==> src/sv/rpc_pkg.sv <==
// ----------------------------------------------------------------------------
// rpc_pkg: shared types and constants for the reflow profile controller
// Holds the configuration bundle, the per-tick result bundle, register
// indexes and the reset values of the profile registers.
// ----------------------------------------------------------------------------
package rpc_pkg;

  localparam int unsigned FrameW   = 32;
  localparam int unsigned TempW    = 14;
  localparam int unsigned TempLsb  = 18;
  localparam int unsigned SecW     = 16;
  localparam int unsigned TargetW  = 11;
  localparam int unsigned DriveW   = 7;
  localparam int unsigned PhaseW   = 3;
  localparam int unsigned CountW   = 32;
  localparam int unsigned CfgIdxW  = 3;
  localparam int unsigned CfgDataW = 16;
  localparam int unsigned OutDataW = 64;

  localparam logic [CountW-1:0] StopHoldSeconds = 32'd5;
  localparam logic [DriveW-1:0] DriveMax        = 7'd99;

  // register indexes on the configuration port
  localparam logic [CfgIdxW-1:0] RegPresoakSeconds = 3'd0;
  localparam logic [CfgIdxW-1:0] RegPresoakTarget  = 3'd1;
  localparam logic [CfgIdxW-1:0] RegSoakSeconds    = 3'd2;
  localparam logic [CfgIdxW-1:0] RegSoakTarget     = 3'd3;
  localparam logic [CfgIdxW-1:0] RegReflowSeconds  = 3'd4;
  localparam logic [CfgIdxW-1:0] RegReflowTarget   = 3'd5;
  localparam logic [CfgIdxW-1:0] RegCoolingSeconds = 3'd6;
  localparam logic [CfgIdxW-1:0] RegCoolingTarget  = 3'd7;

  // reset values
  localparam logic [SecW-1:0]    RstPresoakSeconds = 16'd40;
  localparam logic [TargetW-1:0] RstPresoakTarget  = 11'd30;
  localparam logic [SecW-1:0]    RstSoakSeconds    = 16'd180;
  localparam logic [TargetW-1:0] RstSoakTarget     = 11'd30;
  localparam logic [SecW-1:0]    RstReflowSeconds  = 16'd50;
  localparam logic [TargetW-1:0] RstReflowTarget   = 11'd100;
  localparam logic [SecW-1:0]    RstCoolingSeconds = 16'd100;
  localparam logic [TargetW-1:0] RstCoolingTarget  = 11'd20;

  typedef struct packed {
    logic [SecW-1:0]    presoak_seconds;
    logic [TargetW-1:0] presoak_target;
    logic [SecW-1:0]    soak_seconds;
    logic [TargetW-1:0] soak_target;
    logic [SecW-1:0]    reflow_seconds;
    logic [TargetW-1:0] reflow_target;
    logic [SecW-1:0]    cooling_seconds;
    logic [TargetW-1:0] cooling_target;
  } rpc_cfg_t;

  typedef struct packed {
    logic [CountW-1:0]       elapsed_seconds;
    logic signed [TempW-1:0] hot_temp_quarters;
    logic                    phase_changed;
    logic [PhaseW-1:0]       phase_now;
    logic [DriveW-1:0]       drive_level;
  } rpc_res_t;

endpackage

==> src/sv/reflow_profile_controller.sv <==
// ----------------------------------------------------------------------------
// reflow_profile_controller: reflow oven profile sequencer, P-controller
// Takes one thermocouple frame per one-second tick and returns heater drive,
// profile phase and change flag, hot temperature and saturating seconds count.
// ----------------------------------------------------------------------------
// Throughput is one tick per clock unless the result stream stalls; a tick
// passes the input register, then the result register. The combinational
// sequencer step, which must finish before the next tick uses the updated
// phase, sets that rate. A result waiting on a stalled output does not block
// the next input transfer: the input register holds it until the result
// register drains. Each tick increments the seconds counter (saturating at
// all ones), reads the signed quarter-degree hot junction from frame bits
// 31..18 and steps the profile stop, pre-soak, soak, reflow, cooling, stop.
// Stop drives zero and leaves once the counter passes five; each timed phase
// ends when the counter passes its entry time plus its duration. Drive is
// 10*(target-temp) truncated and clamped to 0..99, taken from the phase
// current at the start of the tick. The user must write profile registers
// via cfg_we_i/cfg_idx_i/cfg_data_i while idle; the block does not check.
// ----------------------------------------------------------------------------
module reflow_profile_controller import rpc_pkg::*; (
  input  logic                clk_i,
  input  logic                rst_ni,
  // configuration writes
  input  logic                cfg_we_i,
  input  logic [CfgIdxW-1:0]  cfg_idx_i,
  input  logic [CfgDataW-1:0] cfg_data_i,
  // tick input stream
  input  logic                s_axis_tvalid_i,
  output logic                s_axis_tready_o,
  input  logic [FrameW-1:0]   s_axis_tdata_i,  // [31:0] tc_frame
  // result stream
  output logic                m_axis_tvalid_o,
  input  logic                m_axis_tready_i,
  // [6:0] drive_level, [9:7] phase_now, [10] phase_changed,
  // [24:11] hot_temp_quarters, [56:25] elapsed_seconds, [63:57] zero
  output logic [OutDataW-1:0] m_axis_tdata_o
);

  localparam int unsigned ResW = $bits(rpc_res_t);

  rpc_cfg_t cfg;
  rpc_res_t res;

  logic              in_valid_q, in_valid_d;
  logic [FrameW-1:0] in_frame_q;
  logic              out_valid_q, out_valid_d;
  rpc_res_t          out_res_q;
  logic              advance;

  rpc_cfg_regs u_cfg (
    .clk_i      (clk_i),
    .rst_ni     (rst_ni),
    .cfg_we_i   (cfg_we_i),
    .cfg_idx_i  (cfg_idx_i),
    .cfg_data_i (cfg_data_i),
    .cfg_o      (cfg)
  );

  // Advance a tick whenever the result register is free or draining.
  assign advance         = in_valid_q && (!out_valid_q || m_axis_tready_i);
  assign s_axis_tready_o = !in_valid_q || advance;

  assign in_valid_d  = s_axis_tready_o ? s_axis_tvalid_i : in_valid_q;
  assign out_valid_d = advance ? 1'b1 : (m_axis_tready_i ? 1'b0 : out_valid_q);

  rpc_step u_step (
    .clk_i     (clk_i),
    .rst_ni    (rst_ni),
    .advance_i (advance),
    .frame_i   (in_frame_q),
    .cfg_i     (cfg),
    .res_o     (res)
  );

  always_ff @(posedge clk_i or negedge rst_ni) begin
    if (!rst_ni) begin
      in_valid_q  <= 1'b0;
      out_valid_q <= 1'b0;
    end else begin
      in_valid_q  <= in_valid_d;
      out_valid_q <= out_valid_d;
    end
  end

  // payload registers: load on transfer, hold otherwise
  always_ff @(posedge clk_i) begin
    if (s_axis_tready_o && s_axis_tvalid_i) begin
      in_frame_q <= s_axis_tdata_i;
    end
    if (advance) begin
      out_res_q <= res;
    end
  end

  assign m_axis_tvalid_o = out_valid_q;
  assign m_axis_tdata_o  = {{(OutDataW - ResW){1'b0}}, out_res_q};

  // a result appears only after a tick sat in the input register
  assert property (@(posedge clk_i) disable iff (!rst_ni)
    $rose(out_valid_q) |-> $past(in_valid_q))
    else $error("result valid without a pending tick");

  // a pending tick with an empty result register must move on
  assert property (@(posedge clk_i) disable iff (!rst_ni)
    (in_valid_q && !out_valid_q) |=> out_valid_q)
    else $error("pending tick not advanced");

  // drive never exceeds the clamp
  assert property (@(posedge clk_i) disable iff (!rst_ni)
    out_valid_q |-> (out_res_q.drive_level <= DriveMax))
    else $error("drive level above clamp");

endmodule

==> src/sv/rpc_cfg_regs.sv <==
// ----------------------------------------------------------------------------
// rpc_cfg_regs: profile register file
// Eight write-only registers holding phase durations and targets.
// ----------------------------------------------------------------------------
module rpc_cfg_regs import rpc_pkg::*; (
  input  logic                clk_i,
  input  logic                rst_ni,
  input  logic                cfg_we_i,
  input  logic [CfgIdxW-1:0]  cfg_idx_i,
  input  logic [CfgDataW-1:0] cfg_data_i,
  output rpc_cfg_t            cfg_o
);

  rpc_cfg_t cfg_q, cfg_d;

  always_comb begin
    cfg_d = cfg_q;
    if (cfg_we_i) begin
      unique case (cfg_idx_i)
        RegPresoakSeconds: cfg_d.presoak_seconds = cfg_data_i;
        RegPresoakTarget:  cfg_d.presoak_target  = cfg_data_i[TargetW-1:0];
        RegSoakSeconds:    cfg_d.soak_seconds    = cfg_data_i;
        RegSoakTarget:     cfg_d.soak_target     = cfg_data_i[TargetW-1:0];
        RegReflowSeconds:  cfg_d.reflow_seconds  = cfg_data_i;
        RegReflowTarget:   cfg_d.reflow_target   = cfg_data_i[TargetW-1:0];
        RegCoolingSeconds: cfg_d.cooling_seconds = cfg_data_i;
        RegCoolingTarget:  cfg_d.cooling_target  = cfg_data_i[TargetW-1:0];
        default: ;
      endcase
    end
  end

  always_ff @(posedge clk_i or negedge rst_ni) begin
    if (!rst_ni) begin
      cfg_q.presoak_seconds <= RstPresoakSeconds;
      cfg_q.presoak_target  <= RstPresoakTarget;
      cfg_q.soak_seconds    <= RstSoakSeconds;
      cfg_q.soak_target     <= RstSoakTarget;
      cfg_q.reflow_seconds  <= RstReflowSeconds;
      cfg_q.reflow_target   <= RstReflowTarget;
      cfg_q.cooling_seconds <= RstCoolingSeconds;
      cfg_q.cooling_target  <= RstCoolingTarget;
    end else begin
      cfg_q <= cfg_d;
    end
  end

  assign cfg_o = cfg_q;

endmodule

==> src/sv/rpc_step.sv <==
// ----------------------------------------------------------------------------
// rpc_step: profile sequencer and proportional drive
// Holds phase, seconds counter and phase entry time; computes the result of
// one tick and commits the new state when the tick advances.
// ----------------------------------------------------------------------------
module rpc_step import rpc_pkg::*; (
  input  logic              clk_i,
  input  logic              rst_ni,
  input  logic              advance_i,
  input  logic [FrameW-1:0] frame_i,
  input  rpc_cfg_t          cfg_i,
  output rpc_res_t          res_o
);

  typedef enum logic [PhaseW-1:0] {
    PhStop    = 3'd0,
    PhPresoak = 3'd1,
    PhSoak    = 3'd2,
    PhReflow  = 3'd3,
    PhCooling = 3'd4
  } phase_e;

  phase_e            phase_q, phase_d;
  logic [CountW-1:0] count_q, count_d;
  logic [CountW-1:0] start_q;

  logic signed [TempW-1:0] hot;
  logic [TargetW-1:0]      target;
  logic [SecW-1:0]         duration;
  logic                    timed;
  logic signed [15:0]      err;
  logic [5:0]              err_lo;
  logic [8:0]              prod;
  logic [DriveW-1:0]       drive;
  logic                    done;
  logic                    changed;

  assign hot     = frame_i[TempLsb +: TempW];
  assign count_d = (count_q != '1) ? count_q + 1'b1 : count_q;

  always_comb begin
    target   = '0;
    duration = '0;
    timed    = 1'b1;
    unique case (phase_q)
      PhPresoak: begin
        target   = cfg_i.presoak_target;
        duration = cfg_i.presoak_seconds;
      end
      PhSoak: begin
        target   = cfg_i.soak_target;
        duration = cfg_i.soak_seconds;
      end
      PhReflow: begin
        target   = cfg_i.reflow_target;
        duration = cfg_i.reflow_seconds;
      end
      PhCooling: begin
        target   = cfg_i.cooling_target;
        duration = cfg_i.cooling_seconds;
      end
      default: timed = 1'b0;
    endcase
  end

  // error in quarter degrees; drive = floor(10*err/4), clamped to 99 from err 40
  assign err    = $signed({3'b000, target, 2'b00}) - $signed({{2{hot[TempW-1]}}, hot});
  assign err_lo = err[5:0];
  assign prod   = {err_lo, 3'b000} + {2'b00, err_lo, 1'b0};

  always_comb begin
    priority if (!timed || err <= 16'sd0) begin
      drive = '0;
    end else if (err >= 16'sd40) begin
      drive = DriveMax;
    end else begin
      drive = prod[8:2];
    end
  end

  assign done = {1'b0, count_d} > ({1'b0, start_q} + {17'd0, duration});

  always_comb begin
    phase_d = phase_q;
    unique case (phase_q)
      PhPresoak: if (done) phase_d = PhSoak;
      PhSoak:    if (done) phase_d = PhReflow;
      PhReflow:  if (done) phase_d = PhCooling;
      PhCooling: if (done) phase_d = PhStop;
      default:   phase_d = (count_d > StopHoldSeconds) ? PhPresoak : PhStop;
    endcase
  end

  assign changed = (phase_d != phase_q);

  always_ff @(posedge clk_i or negedge rst_ni) begin
    if (!rst_ni) begin
      phase_q <= PhStop;
      count_q <= '0;
      start_q <= '0;
    end else if (advance_i) begin
      phase_q <= phase_d;
      count_q <= count_d;
      if (changed) begin
        start_q <= count_d;
      end
    end
  end

  always_comb begin
    res_o.drive_level       = drive;
    res_o.phase_now         = phase_d;
    res_o.phase_changed     = changed;
    res_o.hot_temp_quarters = hot;
    res_o.elapsed_seconds   = count_d;
  end

endmodule

==> config.mk <==
export PLATFORM = sky130hd
export DESIGN_NAME = reflow_profile_controller
export DESIGN_NICKNAME = d
export VERILOG_FILES = /design/src/sv/rpc_pkg.sv /design/src/sv/reflow_profile_controller.sv /design/src/sv/rpc_cfg_regs.sv /design/src/sv/rpc_step.sv
export SDC_FILE = /design/constraint.sdc
export NUM_CORES = 1
export LEC_CHECK = 0
export BUFFER_PORTS_ARGS = -buffer_cell sky130_fd_sc_hd__buf_4
export CORE_MARGIN = 5
export CORE_UTILIZATION = 54
export CTS_CLUSTER_DIAMETER = 30
export CTS_CLUSTER_SIZE = 25
export DETAILED_ROUTE_END_ITERATION = 7
export GPL_ROUTABILITY_DRIVEN = 1
export PLACE_DENSITY = 0.76
export SKIP_LAST_GASP = 1
export SYNTH_ARGS = -nofsm -noshare
export SYNTH_HDL_FRONTEND = slang
export SYNTH_SLANG_ARGS = --single-unit
==> constraint.sdc <==
create_clock -name clk_i -period 6.93 [get_ports clk_i]
set_clock_uncertainty 0.1 [all_clocks]
set_input_delay 0.693 -clock clk_i [delete_from_list [all_inputs] [get_ports clk_i]]
set_output_delay 0.693 -clock clk_i [all_outputs]
set_load 0.1 [all_outputs]
==> key figures <==
Critical path
  • Worst setup SP type: flop
  • Critical Path AT: 6.88 ns
  • Setup crit end kind: flop
  • Crit path max fanout: 32
  • Launch point of the worst reg-to-reg path: u_step.phase_q[1]$_DFFE_PN0P_
  • Worst endpoint required time: 7.25 ns
  • Crit path from: u_step.phase_q[1]$_DFFE_PN0P_
  • Worst Path Class, Setup: flop to flop

Clock tree
  • CTS Buf Count: 51
  • Hold_buf cts: 0
  • Sink Count: 248
  • CTS tree: built
  • CTS clk-pin slew, worst paths: 0.05 ns
  • H-tree levels: 2
  • Clock buffer depth: 3
  • Worst-Skew Late Latency: 0.55 ns
  • Clock root buffer master: clkbuf_16
  • Setup repair bufs after CTS: 0

Detailed routing
  • Routed Antenna Nets: 0
  • DRC viols: 0
  • Iteration-0 DRC Markers: 668
  • First-pass iteration count of the detailed router: 5
  • Final WL: 30,290 um
  • DR WL/cell: 18.88 um
  • Via count: 9,395
  • Vias per inst: 5.857

STA
  • Final Max Slew Viols: 0
  • PnR worst setup slack: 0.3687 ns
  • Maximum clock frequency: 152.4 MHz
  • Hold Fails Final Rpt: 0
  • Setup Viol. Count Final: 0
  • Fin crit period: 6.561 ns
  • Final worst path period share: 0.9468
  • Worst slew margin: 0.2696
  • Actual slew at the worst max-slew pin: 1.090 ns
  • Setup TNS: 0 ns

GRT
  • Vias in the first global route: 9,721
  • First-pass GRT wire length: 50,190 um
  • Total track usage: 0.2170
  • Largest net degree at the start of global routing: 68
  • Initial antenna violation count: 0
  • Total grt overflow: 0

Flow run
  • Max Cap Viol: 0

Pwr
  • Lkg Pwr: 0.007325 uW
  • Pwr dens: 352.0 mW/mm^2
  • Peak supply drop: 0.0002429 V

Layout
  • Diode count: 0
  • Area occupied by multi-input gates: 0.006389 mm^2
  • Share of the core filled with cells: 0.6672
  • Share of cells above drive strength 1: 0.2875
  • Storage cell area: 0.006593 mm^2
  • Fill cell count: 1,768
  • Nets: 1,361
  • P&R area growth vs syn: 21.68%
  • Fin area: 0.01618 mm^2

Yosys
  • Mapped Area: 0.01330 mm^2
  • Mean Syn Cell Area: 11.92 um^2
  • Number of synthesis warnings: 0
  • Synth cell types: 78
  • Sequential share of the synthesized area: 0.4959
  • Commonest cells post-synth: dfrtp_1 (152), mux2_2 (110), edfxtp_1 (71)
  • #FFs+latches synth: 248
  • Count leader, synth: dfrtp_1
  • Biggest area consumer among synthesized cells: dfrtp_1
  • Most common flop cell mapped by yosys: dfrtp_1
  • Post-synth top area share: 0.2861
  • Post-synth EDFFs: 71
  • Top cells by area, synth: dfrtp_1 (29%), edfxtp_1 (16%), mux2_2 (9.3%)
  • Async set-reset flop share out of synthesis: 0.7137
  • Mapped Cells: 1,115

Placement
  • Placed Area: 0.01438 mm^2
  • GPL Wtd Cong: 0.8878
  • Pre-CTS WS: -0.007515 ns
  • IO Port Bufs: 96
  • Post-DP HPWL: 20,560 um

Floorplanning
  • Cell Rows: 57
  • Starting density of the core: 0.5483
  • IO Count: 122
  • Chip width: 166.9 um
  • Die Span Y: 166.9 um
  • Core area: 0.02425 mm^2
  • Die area: 0.02786 mm^2

Min path
  • Hold Path Class: primary input to asynchronous set/reset pin

Run status
  • Status: finished, final reports clean
-- cell type report --
| cell class | instances | area share |
|---|---|---|
| multi-input combinational | 786 | 0.3949 |
| tap | 324 | 0.02506 |
| sequential | 248 | 0.4075 |
| clock inverter | 32 | 0.02583 |
| inverter | 33 | 0.007657 |
| timing repair buffer | 117 | 0.05530 |
| clock buffer | 64 | 0.08376 |
-- power breakdown --
group / internal (uW) / total [uW] / switching (uW)
logic: 519 / 1340 / 817
registers: 1760 / 1900 / 136
clock network: 1660 / 2460 / 804
total: 3940 / 5690 / 1760
-- final timing paths --
check,end,depth (start not counted),slack (ns)
min reg2reg,m_axis_tdata_o[16]$_DFFE_PP_,0,0.34
max in group asynchronous,u_cfg.cfg_o[21]$_DFFE_PN0P_,2,5.39
min in group clk_i,in_frame_q[21]$_DFFE_PP_,1,0.21
max,u_step.start_q[4]$_DFFE_PN0P_,27,0.37
max reg2reg,u_step.start_q[4]$_DFFE_PN0P_,27,0.37
min,u_step.count_q[28]$_DFFE_PN0P_,1,0.06
-- state kept, by name, summed over array words and instances (netlist names) --
signal	cells
m_axis_tdata_o	57
in_frame_q	14
u_step.phase_q	3
in_valid_q	1
u_step.count_q	32
u_cfg.cfg_o	108
m_axis_tvalid_o	1
u_step.start_q	32
-- timing repair --
item	CTS	global route
resized for setup	1	6
endpoints found under the setup margin	25	33
cloned	0	0
-- cell families (layout without fill, tap and decap cells) --
family | Yosys count | count (layout) | share of synthesized area
AOI/OAI and AO/OA | 206 | 206 | 0.1154
xor gates and xnor gates | 91 | 91 | 0.05995
adders and majority gates | 69 | 69 | 0.06588
buffers and inverters | 87 | 246 | 0.02917
DFF | 248 | 248 | 0.4959
muxes | 141 | 141 | 0.1194
other | 1 | 7 | 0.0002821
and+or+nand+nor | 272 | 272 | 0.1141
-- layer usage --
metal  up-vias  wire [um]  global-route usage
met1      4651      12930              0.2899
met2       259      14910              0.3640
met3        66       1672             0.04100
met4         0        777             0.06154
li1       4419          -                   -
met5         -          0                   0
-- metrics by stage --
step                      hold WS, ns  total power (uW)  cells
final                         0.05677              5694   1604
after global routing          0.09833              5960   1604
after CTS                     0.06729              5720   1604
after detailed placement       0.3354              3227   1508
after global placement         0.3351              3180   1508
after floorplan                0.2974              2907   1121
-- worst max-delay path, stage by stage, from the launching register on --
cell,delay [ns]
dfrtp_1,0.46
inv_1,0.17
and3_2,0.33
a22o_1,0.25
a221o_1,0.27
ha_1,0.20
a21o_1,0.16
a21oi_1,0.22
o21ai_0,0.19
a2111oi_2,0.44
nor2_1,0.13
a21o_1,0.19
a21o_1,0.19
a41o_1,0.24
a21oi_1,0.19
xor2_1,0.10
ha_1,0.28
nand2_1,0.06
nor4_1,0.36
a211o_1,0.16
nand2_1,0.05
o211ai_1,0.16
nand3_1,0.12
a31oi_2,0.26
o21ba_2,0.23
a311oi_4,0.30
buf_12,0.25
mux2_1,0.37
-- placed cells by master (no fill, tap or decap), types with 5 or more instances in the layout --
cell type	count
mux2_2	110
a22o_1	27
clkbuf_1	10
or3_1	7
clkinv_2	7
nor2b_1	8
o21ba_2	5
a31oi_1	5
dfrtp_1	152
nor2_1	47
o21ai_1	5
inv_1	32
and2_1	7
and3_1	8
a21o_1	17
and4_1	8
nand3_1	32
nand2b_1	8
o21a_1	11
a21oi_1	35
nor3_1	23
clkbuf_16	51
bufinv_16	7
buf_4	115
a211oi_1	8
clkinv_4	6
nand4_1	19
nor4_1	13
ha_1	66
conb_1	7
xor2_1	45
o21ai_0	29
xnor2_1	46
a221o_1	26
nand2_1	55
o211ai_1	7
edfxtp_1	71
mux2_1	31
dfstp_2	25
Power figures use the tool's default switching activity.
